[src/rtl/swtm_div.sv]
`timescale 1ns / 1ps
// ----------------------------------------------------------------------------
// swtm_div
// Restoring divider, one quotient bit per cycle.
// ----------------------------------------------------------------------------
module swtm_div #(
   parameter int SUM_W = 22,
   parameter int DIV_W = 7
) (
   input  logic             clock,
   input  logic             reset,
   input  logic             start,
   input  logic [SUM_W-1:0] dividend,
   input  logic [DIV_W-1:0] divisor,
   output logic             done,
   output logic [SUM_W-1:0] quotient
);
   localparam int CNT_W = $clog2(SUM_W + 1);

   logic             busy_ff, busy_in;
   logic [CNT_W-1:0] cnt_ff, cnt_in;
   logic [DIV_W-1:0] rem_ff, rem_in;
   logic [SUM_W-1:0] quo_ff, quo_in;
   logic [DIV_W-1:0] den_ff, den_in;
   logic             done_ff, done_in;
   logic [DIV_W:0]   rem_sh;
   logic [DIV_W:0]   diff;

   assign rem_sh = {rem_ff, quo_ff[SUM_W-1]};
   assign diff   = rem_sh - {1'b0, den_ff};

   always_comb begin
      busy_in = busy_ff;
      cnt_in  = cnt_ff;
      rem_in  = rem_ff;
      quo_in  = quo_ff;
      den_in  = den_ff;
      done_in = 1'b0;
      if (start) begin
         busy_in = 1'b1;
         cnt_in  = CNT_W'(SUM_W);
         rem_in  = '0;
         quo_in  = dividend;
         den_in  = divisor;
      end else if (busy_ff) begin
         if (rem_sh >= {1'b0, den_ff}) begin
            rem_in = diff[DIV_W-1:0];
            quo_in = {quo_ff[SUM_W-2:0], 1'b1};
         end else begin
            rem_in = rem_sh[DIV_W-1:0];
            quo_in = {quo_ff[SUM_W-2:0], 1'b0};
         end
         cnt_in = cnt_ff - 1'b1;
         if (cnt_ff == CNT_W'(1)) begin
            busy_in = 1'b0;
            done_in = 1'b1;
         end
      end
   end

   always_ff @(posedge clock) begin
      if (reset) begin
         busy_ff <= 1'b0;
         done_ff <= 1'b0;
         cnt_ff  <= '0;
      end else begin
         busy_ff <= busy_in;
         done_ff <= done_in;
         cnt_ff  <= cnt_in;
      end
      rem_ff <= rem_in;
      quo_ff <= quo_in;
      den_ff <= den_in;
   end

   assign done     = done_ff;
   assign quotient = quo_ff;

endmodule

[config.mk]
export PLATFORM = sky130hd
export DESIGN_NAME = swtm_div
export DESIGN_NICKNAME = d
export VERILOG_FILES = /design/src/rtl/swtm_div.sv
export SDC_FILE = /design/constraint.sdc
export NUM_CORES = 1
export LEC_CHECK = 0
export BUFFER_PORTS_ARGS = -buffer_cell sky130_fd_sc_hd__buf_2
export CELL_PAD_IN_SITES_DETAIL_PLACEMENT = 1
export CELL_PAD_IN_SITES_GLOBAL_PLACEMENT = 1
export CORE_MARGIN = 2
export CORE_UTILIZATION = 25
export CTS_CLUSTER_DIAMETER = 60
export DETAILED_ROUTE_END_ITERATION = 8
export GPL_TIMING_DRIVEN = 0
export PLACE_DENSITY_LB_ADDON = 0.1
export SLEW_MARGIN = 0
export SYNTH_ARGS = -nofsm -noshare
export SYNTH_HDL_FRONTEND = slang
export SYNTH_SLANG_ARGS = --single-unit
[constraint.sdc]
create_clock -name clock -period 2.7 [get_ports clock]
set_input_delay 0 -clock clock [delete_from_list [all_inputs] [get_ports clock]]
set_output_delay 0 -clock clock [all_outputs]
set_load 0.02 [all_outputs]
Word-level counts from Yosys, hierarchy flattened
Index checks and enable logic that the tools add are counted.

Reduce and logical (&&, ||, !) cells: 3. Bitwise gates (word level): 1. Eq/ne operators: 1. Muxes and demuxes: 10. Add/sub/neg operators: 2. $lt $le $gt $ge: 1.

Operators by type and width (count): two-way mux 22 bit (2); two-way mux 5 bit (2); >= comparator 8 x 7 -> 1 bit (1); two-way mux 7 bit (1); subtractor 7 bit (1); == test 5 x 1 -> 1 bit, second input constant (1); two-way mux 1 bit (5); subtractor 5 x 1 -> 5 bit, second input constant (1); OR reduction 3 bit (1); nonzero test 2 bit (1); OR reduction 2 bit (1); inverter 1 bit (1).

Input port bits: 32. Bits in registers: 43.

Logic depth before layout (Yosys ltp)
Depth in word-level cells: 4. Gate-level depth with buffers: 8. Depth with buffers taken out: 7.

Worst setup path after synthesis
OpenSTA, ideal clock, no wires.

Path type: reg-to-reg. From: register quo_ff[21] (netlist: quotient[21]). To: register rem_ff[4]. Setup slack: 515 ps. Buffers on the path: 0. Stages on the path, launching flop included: 8. Data required time: 2585 ps. Arrival time: 2070 ps. Cell sequence: edfxtp_1 > inv_1 > ha_1 > fa_1 > nand2b_2 > a211o_4 > a41o_1 > a31o_1.

Word-level cells in the longest chain between the ends: 2. Elaborated cells on any way between the ends: 3. Classes of those cells: add/sub: 1; order compare: 1; mux: 1.

RTL lines: from (decl) (line 23) `logic [SUM_W-1:0] quo_ff, quo_in;`; from (signal assigned) (line 72) `quo_ff <= quo_in;`; subtractor 7 bit or >= comparator 8 x 7 -> 1 bit (tied branches) (line 30, 46); two-way mux 7 bit (*) (line 46) `if (rem_sh >= {1'b0, den_ff}) begin`; to (signal assigned) (line 71) `rem_ff <= rem_in;`; to (decl) (line 22) `logic [DIV_W-1:0] rem_ff, rem_in;`.

Every way passes the cells marked *; elsewhere a longest branch is shown, timed or not. A chain may end at the register's enable or synchronous reset.

Final worst setup path
Ends and elaborated chain as after synthesis.

==> flow_summary_export.csv <==
group,metric,value,unit
detailed_routing,vias_per_cell,4.63,
timing,post-route-period-util,84.7,%
detailed_routing,antenna_left,0,
yosys,synth_top_family_by_area,"simple AND/OR/NAND/NOR gates",
detailed_routing,drtIter0Drc,61,
yosys,ys_warn_count,0,
detailed_routing,wl_per_cell,14.2,µm
yosys,synth_compound_area_share,11.6,%
yosys,synth_top_cells_by_area,"edfxtp_1, dfxtp_1, mux2_2, ha_1, inv_1",
clock_network,clkLatencyLatePin,0.30,ns
die,rows,34,
yosys,yosys.area_share.simple,14.4,%
yosys,synthDistinctLibCells,51,
clock_network,clock_path_buffers,2,
yosys,synth-edff-count,29,
detailed_routing,vias,1777,
die,die_w,99.5,µm
timing,drv_slew,0,
power_and_ir_drop,p_per_area,527,nW/µm²
die,start_util,26.0,%
cells_and_area,drive_gt1_share,37.0,%
placed_design,place.port_buffers,54,
global_route,grt_pass1_wl,9240,µm
setup_path,path_buf_inv,1,
clock_network,cts.sinks,43,
clock_network,post_cts_buffers,0,
setup_path,cp_top_family,"compound AO/OA/AOI/OAI gates",
timing,tns,0,ns
timing,slew_headroom,64.5,%
timing,setup_viol,0,
yosys,synth.largest_area_cell,"edfxtp_1",
setup_path,slowest_stage,"edfxtp_1",
clock_network,clockRootBuffer,"clkbuf_8",
yosys,synthAdderAreaFrac,5.82,%
min_path,min_path_type,"in2reg",
yosys,ys_seq_area_share,50.5,%
status,outcome,"finished clean",
yosys,postSynthCellCount,186,
yosys,synth-seq-cells,43,
clock_network,path_clk_slew,0.09,ns
min_path,min_path_cells,2,
placed_design,hpwlAfterDp,3970,µm
global_route,grt_overflow,0,
cells_and_area,fin_area,3060,µm²
die,die_h,99.5,µm
setup_path,rr_startpoint,"quotient[21]",
setup_path,critPathKind,"reg2reg",
setup_path,cp.required,2.89,ns
yosys,synth.most_common_cell,"edfxtp_1",
placed_design,dpl_cell_area,2680,µm²
die,core_area,8760,µm²
clock_network,cts_made_buffers,5,
setup_path,cp-end-kind,"flip-flop",
placed_design,gp_congestion,0.712,
power_and_ir_drop,leakage,0.00127,µW
cells_and_area,area_growth,34.3,%
cells_and_area,finalNetCount,317,
clock_network,htreeDepth,2,
global_route,grt_max_degree,23,
global_route,grt_pass1_vias,1906,
yosys,ys.flop_type,"edfxtp_1",
setup_path,reg2regPathDepth,7,
timing,max_freq,438,MHz
timing,max_slew.worst_pin.slew,0.533,ns
timing,post-route-min-period,2.29,ns
setup_path,start_kind,"flip-flop",
cells_and_area,diodes,0,
min_path,hold_start,"dividend[12]",
clock_network,cts_resized,0,
min_path,holdPathEnd,"quotient[12]",
yosys,synth_mux_area_share,10.9,%
setup_path,crit_fanout,7,
yosys,syn-cell-area,2280,µm²
timing,hold_viol_final,0,
global_route,grt_antenna_before_repair,0,
power_and_ir_drop,vdd_drop_max,0.208,mV
setup_path,cp.arrival,2.47,ns
setup_path,path_cells,"inv_1 > ha_1 > fa_1 > nand2b_2 > a211o_4 > a41o_1 > a31o_1",
yosys,ys_async_sr_fraction,0,%
setup_path,ff2ff_setup_slack,0.41,ns
flow_run,maxCapViolCount,0,
timing,rsz0062_at_grt,"no",
clock_network,cts_tree,"built",
yosys,synth_top_area_share,38.2,%
yosys,synth.avg_cell_area,12.2,µm²
setup_path,r2r-end,"rem_ff[4]",
die,io-pin-count,55,
yosys,syn_nets,228,
yosys,synth_top_cells_by_count,"edfxtp_1, mux2_2, dfxtp_1, inv_1, ha_1",
timing,clock_skew,0.0139,ns
yosys,synth_xor_area_share,2.31,%
die,die_area,9890,µm²
setup_path,crit_path_max_incr_delay,0.41,ns
detailed_routing,drt-pass1-iter-count,4,
global_route,grt_use_total,11.6,%
detailed_routing,wirelength,5450,µm
detailed_routing,drc,0,
## worst max path at each step
stage	startpoint	end	slack (ns)	depth (start not counted)
after floorplan	quotient[21]	rem_ff[4]	0.51	7
after global placement	quotient[21]	rem_ff[4]	0.46	7
after detailed placement	quotient[21]	rem_ff[4]	0.44	7
after CTS	quotient[21]	rem_ff[4]	0.40	7
after global routing	quotient[21]	rem_ff[3]	0.31	7
final	quotient[21]	rem_ff[4]	0.41	7
## metrics by stage
step | cells | setup WS (ns) | util (%) | hold slack, ns | power, µW
6_report | 384 | 0.414 | 34.9 | 0.00988 | 1610
3_3_place_gp | 348 | 0.460 | 30.6 | 0.177 | 1160
4_1_cts | 384 | 0.399 | 34.9 | 0.00268 | 1650
2_1_floorplan | 186 | 0.515 | - | 0.0691 | 1040
3_5_place_dp | 348 | 0.444 | 30.6 | 0.179 | 1160
5_1_grt | 384 | 0.313 | 34.9 | 0.00864 | 1710
## cell type report
| cell class | instances | area (µm²) |
|---|---|---|
| fillers | 994 | 5700 |
| flip-flops and latches | 43 | 1150 |
| multi-input cells | 121 | 1020 |
| repair buffers | 82 | 551 |
| well taps | 108 | 135 |
| clock buffers | 6 | 82.6 |
| plain buffers | 9 | 53.8 |
| inverters | 13 | 48.8 |
| clock inverters | 2 | 13.8 |
## state kept, by name, summed over array words and instances (netlist names)
signal,cells
done,1
cnt_ff,5
busy_ff,1
quotient,22
rem_ff,7
den_ff,7
## cell families (layout without fill, tap and decap cells)
kind of cell / count (synthesis) / after routing
AND/OR/NAND/NOR: 51 / 51
flip-flops: 43 / 43
AO/OA/AOI/OAI: 32 / 32
multiplexers: 22 / 22
buffers and inverters: 22 / 112
adder cells (fa/ha/maj): 10 / 10
XOR/XNOR: 6 / 6
## timing repair
| action | in CTS | in global routing |
|---|---|---|
| hold endpoints to repair | 34 | 0 |
| endpoints found under the setup margin | 0 | 0 |
| hold buffers | 28 | 0 |
## metal layers
metal / wire length, µm / global-route usage (%) / vias up
met2: 2650 / 19.2 / 36
met3: 189 / 2.60 / 5
met5: 0 / 0 / -
li1: - / - / 884
met4: 53 / 3.16 / 0
met1: 2560 / 15.4 / 852
## layout by cell type, fill, tap and decap left out, types with 2 or more instances in the layout
cell	n
o311ai_1	3
dlygate4sd3_1	28
ha_1	9
edfxtp_1	29
dfxtp_1	14
nand2b_2	2
or2_2	2
and2b_2	2
and3_1	5
clkbuf_8	6
or4b_1	2
o21ai_0	3
clkbuf_1	3
o31ai_1	3
a41oi_1	3
nand2_1	6
a211oi_2	2
buf_6	2
nand3_2	2
nor3b_1	6
a21oi_1	4
inv_1	12
xnor2_1	5
nand4_1	2
mux2_2	22
nor4b_1	2
nand2b_1	3
a311oi_1	2
nor3_1	5
buf_2	58
nor2_1	5
## power by group
part | total (µW) | switching [µW] | leakage [µW] | internal, µW
Clock | 446 | 237 | 0.0000516 | 210
Sequential | 804 | 33.4 | 0.000405 | 771
Combinational | 363 | 192 | 0.000815 | 172
Total | 1610 | 461 | 0.00127 | 1150
No activity file was read; power rests on OpenSTA's default activity.
