[src/rtl/swtm_pkg.sv]
`timescale 1ns / 1ps
// ----------------------------------------------------------------------------
// swtm_pkg
// Shared types and constants of the sliding-window trimmed mean.
// ----------------------------------------------------------------------------
package swtm_pkg;

   localparam int MAX_WINDOW_DEF  = 64;
   localparam int SAMPLE_BITS_DEF = 16;

   localparam int LEN_W  = 7;
   localparam int TRIM_W = 5;

   localparam logic [LEN_W-1:0]  WINDOW_LEN_RESET = 7'd64;
   localparam logic [TRIM_W-1:0] TRIM_COUNT_RESET = 5'd1;

   localparam logic REG_WINDOW_LEN = 1'b0;
   localparam logic REG_TRIM_COUNT = 1'b1;

   typedef enum logic [1:0] {
      OP_HOLD,
      OP_EVICT,
      OP_INSERT,
      OP_ROTATE
   } op_type;

   typedef enum logic [2:0] {
      ST_IDLE,
      ST_EVICT,
      ST_INSERT,
      ST_SCAN,
      ST_DIV,
      ST_DONE
   } st_type;

endpackage

[src/rtl/swtm_cell.sv]
`timescale 1ns / 1ps
// ----------------------------------------------------------------------------
// swtm_cell
// One slot of the sorted sample chain: value, age and occupancy.
// ----------------------------------------------------------------------------
module swtm_cell #(
   parameter int SAMPLE_BITS = 16,
   parameter int AGE_W       = 6,
   parameter int MAX_WINDOW  = 64
) (
   input  logic                   clock,
   input  logic                   reset,
   input  swtm_pkg::op_type       op,
   input  logic [SAMPLE_BITS-1:0] new_sample,
   input  logic                   lo_valid,
   input  logic [AGE_W-1:0]       lo_age,
   input  logic [SAMPLE_BITS-1:0] lo_value,
   input  logic                   lo_gt,
   input  logic                   hi_valid,
   input  logic [AGE_W-1:0]       hi_age,
   input  logic [SAMPLE_BITS-1:0] hi_value,
   input  logic                   kill_in,
   output logic                   kill_out,
   output logic                   gt,
   output logic                   valid,
   output logic [AGE_W-1:0]       age,
   output logic [SAMPLE_BITS-1:0] value
);
   import swtm_pkg::*;

   localparam logic [AGE_W-1:0] AGE_LAST = AGE_W'(MAX_WINDOW - 1);

   logic                   valid_ff, valid_in;
   logic [AGE_W-1:0]       age_ff, age_in;
   logic [SAMPLE_BITS-1:0] value_ff, value_in;

   assign kill_out = kill_in | (valid_ff & (age_ff == AGE_LAST));
   assign gt       = ~valid_ff | (value_ff > new_sample);

   always_comb begin
      valid_in = valid_ff;
      age_in   = age_ff;
      value_in = value_ff;
      case (op)
         OP_EVICT: begin
            if (kill_out) begin
               valid_in = hi_valid;
               age_in   = hi_age;
               value_in = hi_value;
            end
         end
         OP_INSERT: begin
            if (!gt) begin
               age_in = age_ff + 1'b1;
            end else if (lo_gt) begin
               valid_in = lo_valid;
               age_in   = lo_age + 1'b1;
               value_in = lo_value;
            end else begin
               valid_in = 1'b1;
               age_in   = '0;
               value_in = new_sample;
            end
         end
         OP_ROTATE: begin
            valid_in = hi_valid;
            age_in   = hi_age;
            value_in = hi_value;
         end
         default: ;
      endcase
   end

   always_ff @(posedge clock) begin
      if (reset) begin
         valid_ff <= 1'b0;
      end else begin
         valid_ff <= valid_in;
      end
      age_ff   <= age_in;
      value_ff <= value_in;
   end

   assign valid = valid_ff;
   assign age   = age_ff;
   assign value = value_ff;

endmodule

[config.mk]
export PLATFORM = sky130hd
export DESIGN_NAME = swtm_cell
export DESIGN_NICKNAME = d
export VERILOG_FILES = /design/src/rtl/swtm_pkg.sv /design/src/rtl/swtm_cell.sv
export SDC_FILE = /design/constraint.sdc
export NUM_CORES = 1
export LEC_CHECK = 0
export ABC_AREA = 1
export ABC_CLOCK_PERIOD_IN_PS = 5500
export BUFFER_PORTS_ARGS = -buffer_cell sky130_fd_sc_hd__buf_2
export CAP_MARGIN = 30
export CORE_UTILIZATION = 30
export DETAILED_ROUTE_END_ITERATION = 6
export GPL_TIMING_DRIVEN = 1
export PLACE_DENSITY = 0.61
export SKIP_CTS_REPAIR_TIMING = 1
export SLEW_MARGIN = 20
export SYNTH_ARGS = -nofsm -noshare
export SYNTH_HDL_FRONTEND = slang
export SYNTH_SLANG_ARGS = --single-unit
export TNS_END_PERCENT = 10
[constraint.sdc]
create_clock -name clock -period 5.5 [get_ports clock]
set_input_delay 0.55 -clock clock [delete_from_list [all_inputs] [get_ports clock]]
set_output_delay 0.55 -clock clock [all_outputs]
set_load 0.02 [all_outputs]
Word-level counts from Yosys, hierarchy flattened
Index checks and enable logic that the tools add are counted.
{"block": "word_totals", "register_bits": 23, "latch_bits": 0, "ram_bits": 0, "rom_bits": 0, "input_bits": 68, "output_inout_bits": 25, "word_cells": 31, "mem_count": 0}
{"block": "op_classes", "n_addsub": 2, "multipliers": 0, "n_div": 0, "order_cmp": 1, "eq_ne": 6, "shift": 0, "n_mux": 12, "n_bitwise": 4, "n_reduce_logical": 3}
{"op": "$mux 16", "count": 3}
{"op": "$pmux 16 s3", "count": 1}
{"op": "$mux 6", "count": 3}
{"op": "$pmux 6 s3", "count": 1}
{"op": "$gt 16x16->1", "count": 1}
{"op": "$add 6x1->6 const B", "count": 2}
{"op": "$eq 6x6->1 const B", "count": 1}
{"op": "$eq 2x2->1 const B", "count": 2}
{"op": "$ne 2x2->1 const B", "count": 2}
{"op": "$mux 1", "count": 3}
{"op": "$pmux 1 s3", "count": 1}
{"op": "$reduce_and 3->1", "count": 1}
{"op": "$reduce_bool 3->1", "count": 1}
{"op": "$eq 2x1->1 const B", "count": 1}
{"op": "$or 1x1->1", "count": 2}
{"op": "$reduce_and 2->1", "count": 1}
{"op": "$and 1x1->1", "count": 1}
{"op": "$not 1->1", "count": 1}

Depth between registers and ports, before layout
{"block": "logic_depth", "depth_word": 5, "mapped_depth": 16, "depth_no_buf": 16}

Worst setup path before layout
Ideal clock, no wire load.
{"block": "synth_path", "path_kind": "input to register", "from": "input new_sample[11]", "to": "register value_ff[0], in the netlist value[0] (enable)", "setup_ns": 0.364, "t_arrival_ns": 1.807, "required_time_ns": 5.136, "slack_ns": 3.329, "stages": 10, "path_buffers": 0, "cell_sequence": "inv_1 ha_1 nand4_2 nor3_4 nand2_1 nand2_2 nand2_4 nand3_2 nand2_1 inv_1"}
{"block": "synth_via", "elab_chain_cells": 4}
{"element": "start, declared", "line": "swtm_cell.sv:14", "source": "input logic [SAMPLE_BITS-1:0] new_sample,"}
{"element": "$gt 16x16->1", "line": "swtm_cell.sv:38", "source": "assign gt = ~valid_ff | (value_ff > new_sample);"}
{"element": "$or 1x1->1", "line": "swtm_cell.sv:38"}
{"element": "$ne 2x2->1 (no line)"}
{"element": "$reduce_and 3->1 (no line)"}
{"element": "end signal, assigned", "line": "swtm_cell.sv:81", "source": "value_ff <= value_in;"}
{"element": "end, declared", "line": "swtm_cell.sv:35", "source": "logic [SAMPLE_BITS-1:0] value_ff, value_in;"}
No other way between the ends.
A chain may end at the register's enable or synchronous reset.

Final worst setup path
{"block": "layout_path", "from": "register value_ff[13], in the netlist value[13]", "to": "output gt"}
{"block": "layout_via", "elab_chain_cells": 2}
{"element": "$gt 16x16->1", "line": "swtm_cell.sv:38"}
{"element": "$or 1x1->1", "line": "swtm_cell.sv:38"}
{"element": "end, declared", "line": "swtm_cell.sv:24", "source": "output logic gt,"}
No other way between the ends.

==> impl_metrics.ini <==
[worst_setup_path]
rr_startpoint = value[13]$_DFFE_PP_
critical_path.top_delay_family = compound AO/OA/AOI/OAI gates
crit_path_top_delay_cell = sky130_fd_sc_hd__edfxtp_1
crit_chain = ha_1, a21oi_1, o21ai_0, a21oi_1, nand2_2, nand2_4, nand2_4, buf_2
cp-end-kind = primary output
worstPathBufferInverterCount = 1
count_of_cells_along_the_worst_register_to_register_path = 9
regToRegEndpoint = value[0]$_DFFE_PP_
timing.critical_path.fanout_max = 8
worst_ep_required_ns = 4.95
timing.setup.critical_path_class = reg -> out
timing.critical_path.slowest_cell_delay_ns = 0.42
setup.reg_to_reg.worst_slack_ns = 3.18
start_kind = flop
data_arrival_at_the_endpoint_of_the_critical_path_ns = 1.92

[clock_network]
clk_root_buffer_cell = sky130_fd_sc_hd__clkbuf_8
cts.reportedPaths.clkPinSlew_ns = 0.08
cts_tree = built
clk_path_buf_depth = 2
cts_sinks = 23
cts-htree-levels = 1
num_cts_buffers = 3
worst_skew_pair.late_latency_ns = 0.26

[place]
placed_cells_incl_taps = 403
io_buffer_count = 92
hpwl_um = 3920
globalplace.congestion = 0.792

[yosys]
syn_inst = 244
synth-adder-area-share = 0.120
unique_cell_type_count_in_the_yosys_netlist = 28
synth-xor-area-share = 0.0187
mean_syn_cell_area_sq_um = 7.68
synth-seq-cells = 23
synth_fp_nets = 330
compound_cell_area_share_of_the_yosys_netlist = 0.133
synth_seq_area_share = 0.363
synth.yosys.warnings = 0
cell_area_after_technology_mapping_sq_um = 1870
muxShareOfSynthArea = 0
synth_top_family_by_area = simple AND/OR/NAND/NOR gates
post_synthesis_simple_gate_area_fraction = 0.281

[timing]
setup-violations-final = 0
finalMaxSlewViolations = 0
fin_tns_setup_ns = 0
grt_setup_unrepaired = false
fmax_ghz = 0.404
worst_slew_margin_rel = 0.488
fin_crit_sh = 0.450
final_hold_viol_count = 0
period_minus_slack_ns = 2.47
tightest_slew_ns = 0.767
skew_ns = 0.00295

[global_routing]
grt.met1_usage = 0.223
first_pass_grt_wire_length_um = 8010
antenna_violations_before_repair = 0
grt.total_usage = 0.160
grt_remaining_overflow = 0
first_global_vias = 1749
largest_net_degree_at_the_start_of_global_routing = 24
global_route.usage.met3 = 0.0292
gr-max-usage-layer = met2
grtUsageMet2 = 0.250

[min_path]
worst_hold_path_type = in -> reg
holdCritStartpoint = reset
worst_hold_path.endpoint = valid$_SDFFE_PP0P_
hold_depth = 4

[floorplan]
initial_utilization = 0.314
core_area_sq_um = 5960
rows = 28
die-width_um = 81.0
die-area_sq_um = 6560
io-pin-count = 93
fp.dieH_um = 81.0

[route]
wl_per_cell_um = 12.6
drt_iter0_drc = 102
routed-via-count = 1912
drt-total-wl_um = 5110
remaining_number_of_nets_flagged_by_the_antenna_check_after_routing = 0
post_detailed_route_drc_marker_count = 0
firstDrtPassIters = 4
route.detailed.vias_per_inst = 4.70

[cells_and_area]
area_of_the_multi_input_gates_sq_um = 1030
antennaDiodeCount = 0
layout.cells.non_filler = 407
fillerInstances = 647
seqCellArea_sq_um = 681
area_growth_syn_to_layout_pct = 29.6
final_net_count = 419
final_layout_size_suffix_gt1_frac = 0.325

[power_and_ir_drop]
post-layout-total-power_mw = 0.507
worst_vdd_ir_uv = 86.0
power.density_cell_area_nw_per_um2 = 209
cellLeakagePower_nw = 1.28

[run_status]
result_of_the_run = completed

[run]
cap_violations = 0
final cells by class:
class,count,area share
Clock buffer,4,0.0186
Sequential cell,23,0.280
Inverter,28,0.0433
Timing Repair Buffer,93,0.193
Multi-Input combinational cell,184,0.426
Tap cell,75,0.0387
cells in the final DEF (no fill, tap or decap), types with 9 or more instances in the layout:
| cell type | n |
|---|---|
| sky130_fd_sc_hd__buf_2 | 92 |
| sky130_fd_sc_hd__nand2_1 | 56 |
| sky130_fd_sc_hd__inv_1 | 27 |
| sky130_fd_sc_hd__o21ai_0 | 26 |
| sky130_fd_sc_hd__nor2_1 | 25 |
| sky130_fd_sc_hd__edfxtp_1 | 22 |
| sky130_fd_sc_hd__nand3_1 | 18 |
| sky130_fd_sc_hd__ha_1 | 18 |
| sky130_fd_sc_hd__o21ai_1 | 10 |
| sky130_fd_sc_hd__a21oi_1 | 9 |
synthesized netlist by cell type (all sizes together):
cell	number	area (sq um)
a21o	2	15.0
a21oi	9	45.0
a31o	1	8.76
buf	5	27.5
clkbuf	4	25.0
dfxtp	1	20.0
edfxtp	22	661
ha	18	225
inv	28	105
nand2	61	251
nand3	20	110
nand3b	3	22.5
nand4	2	18.8
nor2	26	100
nor3	1	16.3
o21ai	36	180
or2	1	6.26
xnor2	1	8.76
xor2	3	26.3
sequential cells by signal, indices dropped and copies added, names as in the netlist:
signal,flops
age,6
valid,1
value,16
kinds of logic after synthesis:
| kind of cell | Yosys count |
|---|---|
| simple gates | 114 |
| xor+xnor | 4 |
| fa+ha+maj | 18 |
| buf+inv | 37 |
| compound gates | 48 |
| flops | 23 |
per-stage QoR:
stage | hold WS (ns) | utilization | cell area [sq um] | worst slack (ns)
after floorplan | 0.698 | - | 1870 | 3.33
after global placement | 0.737 | 0.400 | 2380 | 3.00
after detailed placement | 0.742 | 0.400 | 2380 | 2.92
after CTS | 0.500 | 0.408 | 2430 | 3.00
after global routing | 0.509 | 0.408 | 2430 | 2.85
final | 0.510 | 0.408 | 2430 | 3.03
worst max-delay path by stage:
stage                                    from            endpoint  slack [ns]  depth (start not counted)
after floorplan                new_sample[11]  value[0]$_DFFE_PP_        3.33                         10
after global placement         new_sample[11]  value[7]$_DFFE_PP_        3.00                         11
after CTS                 value[13]$_DFFE_PP_                  gt        3.00                          8
after global routing      value[13]$_DFFE_PP_                  gt        2.85                          8
final                     value[13]$_DFFE_PP_                  gt        3.03                          8
after detailed placement       new_sample[11]  value[9]$_DFFE_PP_        2.92                         11
power breakdown:
part           leakage [nW]  total, mW  switching [mW]  internal [mW]
clock                0.0228      0.107          0.0549         0.0517
combinational          1.03      0.172           0.105         0.0669
sequential            0.229      0.229          0.0141          0.215
worst reg2reg max path, cell delays in order (launching register included):
cell and delay, ns:
sky130_fd_sc_hd__edfxtp_1 0.42, sky130_fd_sc_hd__ha_1 0.32, sky130_fd_sc_hd__nand2_1 0.12, sky130_fd_sc_hd__nor3_4 0.21, sky130_fd_sc_hd__nand2_1 0.09, sky130_fd_sc_hd__nand2_2 0.08
sky130_fd_sc_hd__nand2_4 0.09, sky130_fd_sc_hd__nand3_2 0.08, sky130_fd_sc_hd__nand2_1 0.05, sky130_fd_sc_hd__inv_1 0.49
per-layer routing:
metal  vias to the layer above  wire length, um
met5                         -                0
li1                        992                -
met2                        67             2250
met3                         4              333
met4                         0               43
met1                       849             2490
Power figures use the tool's default switching activity.
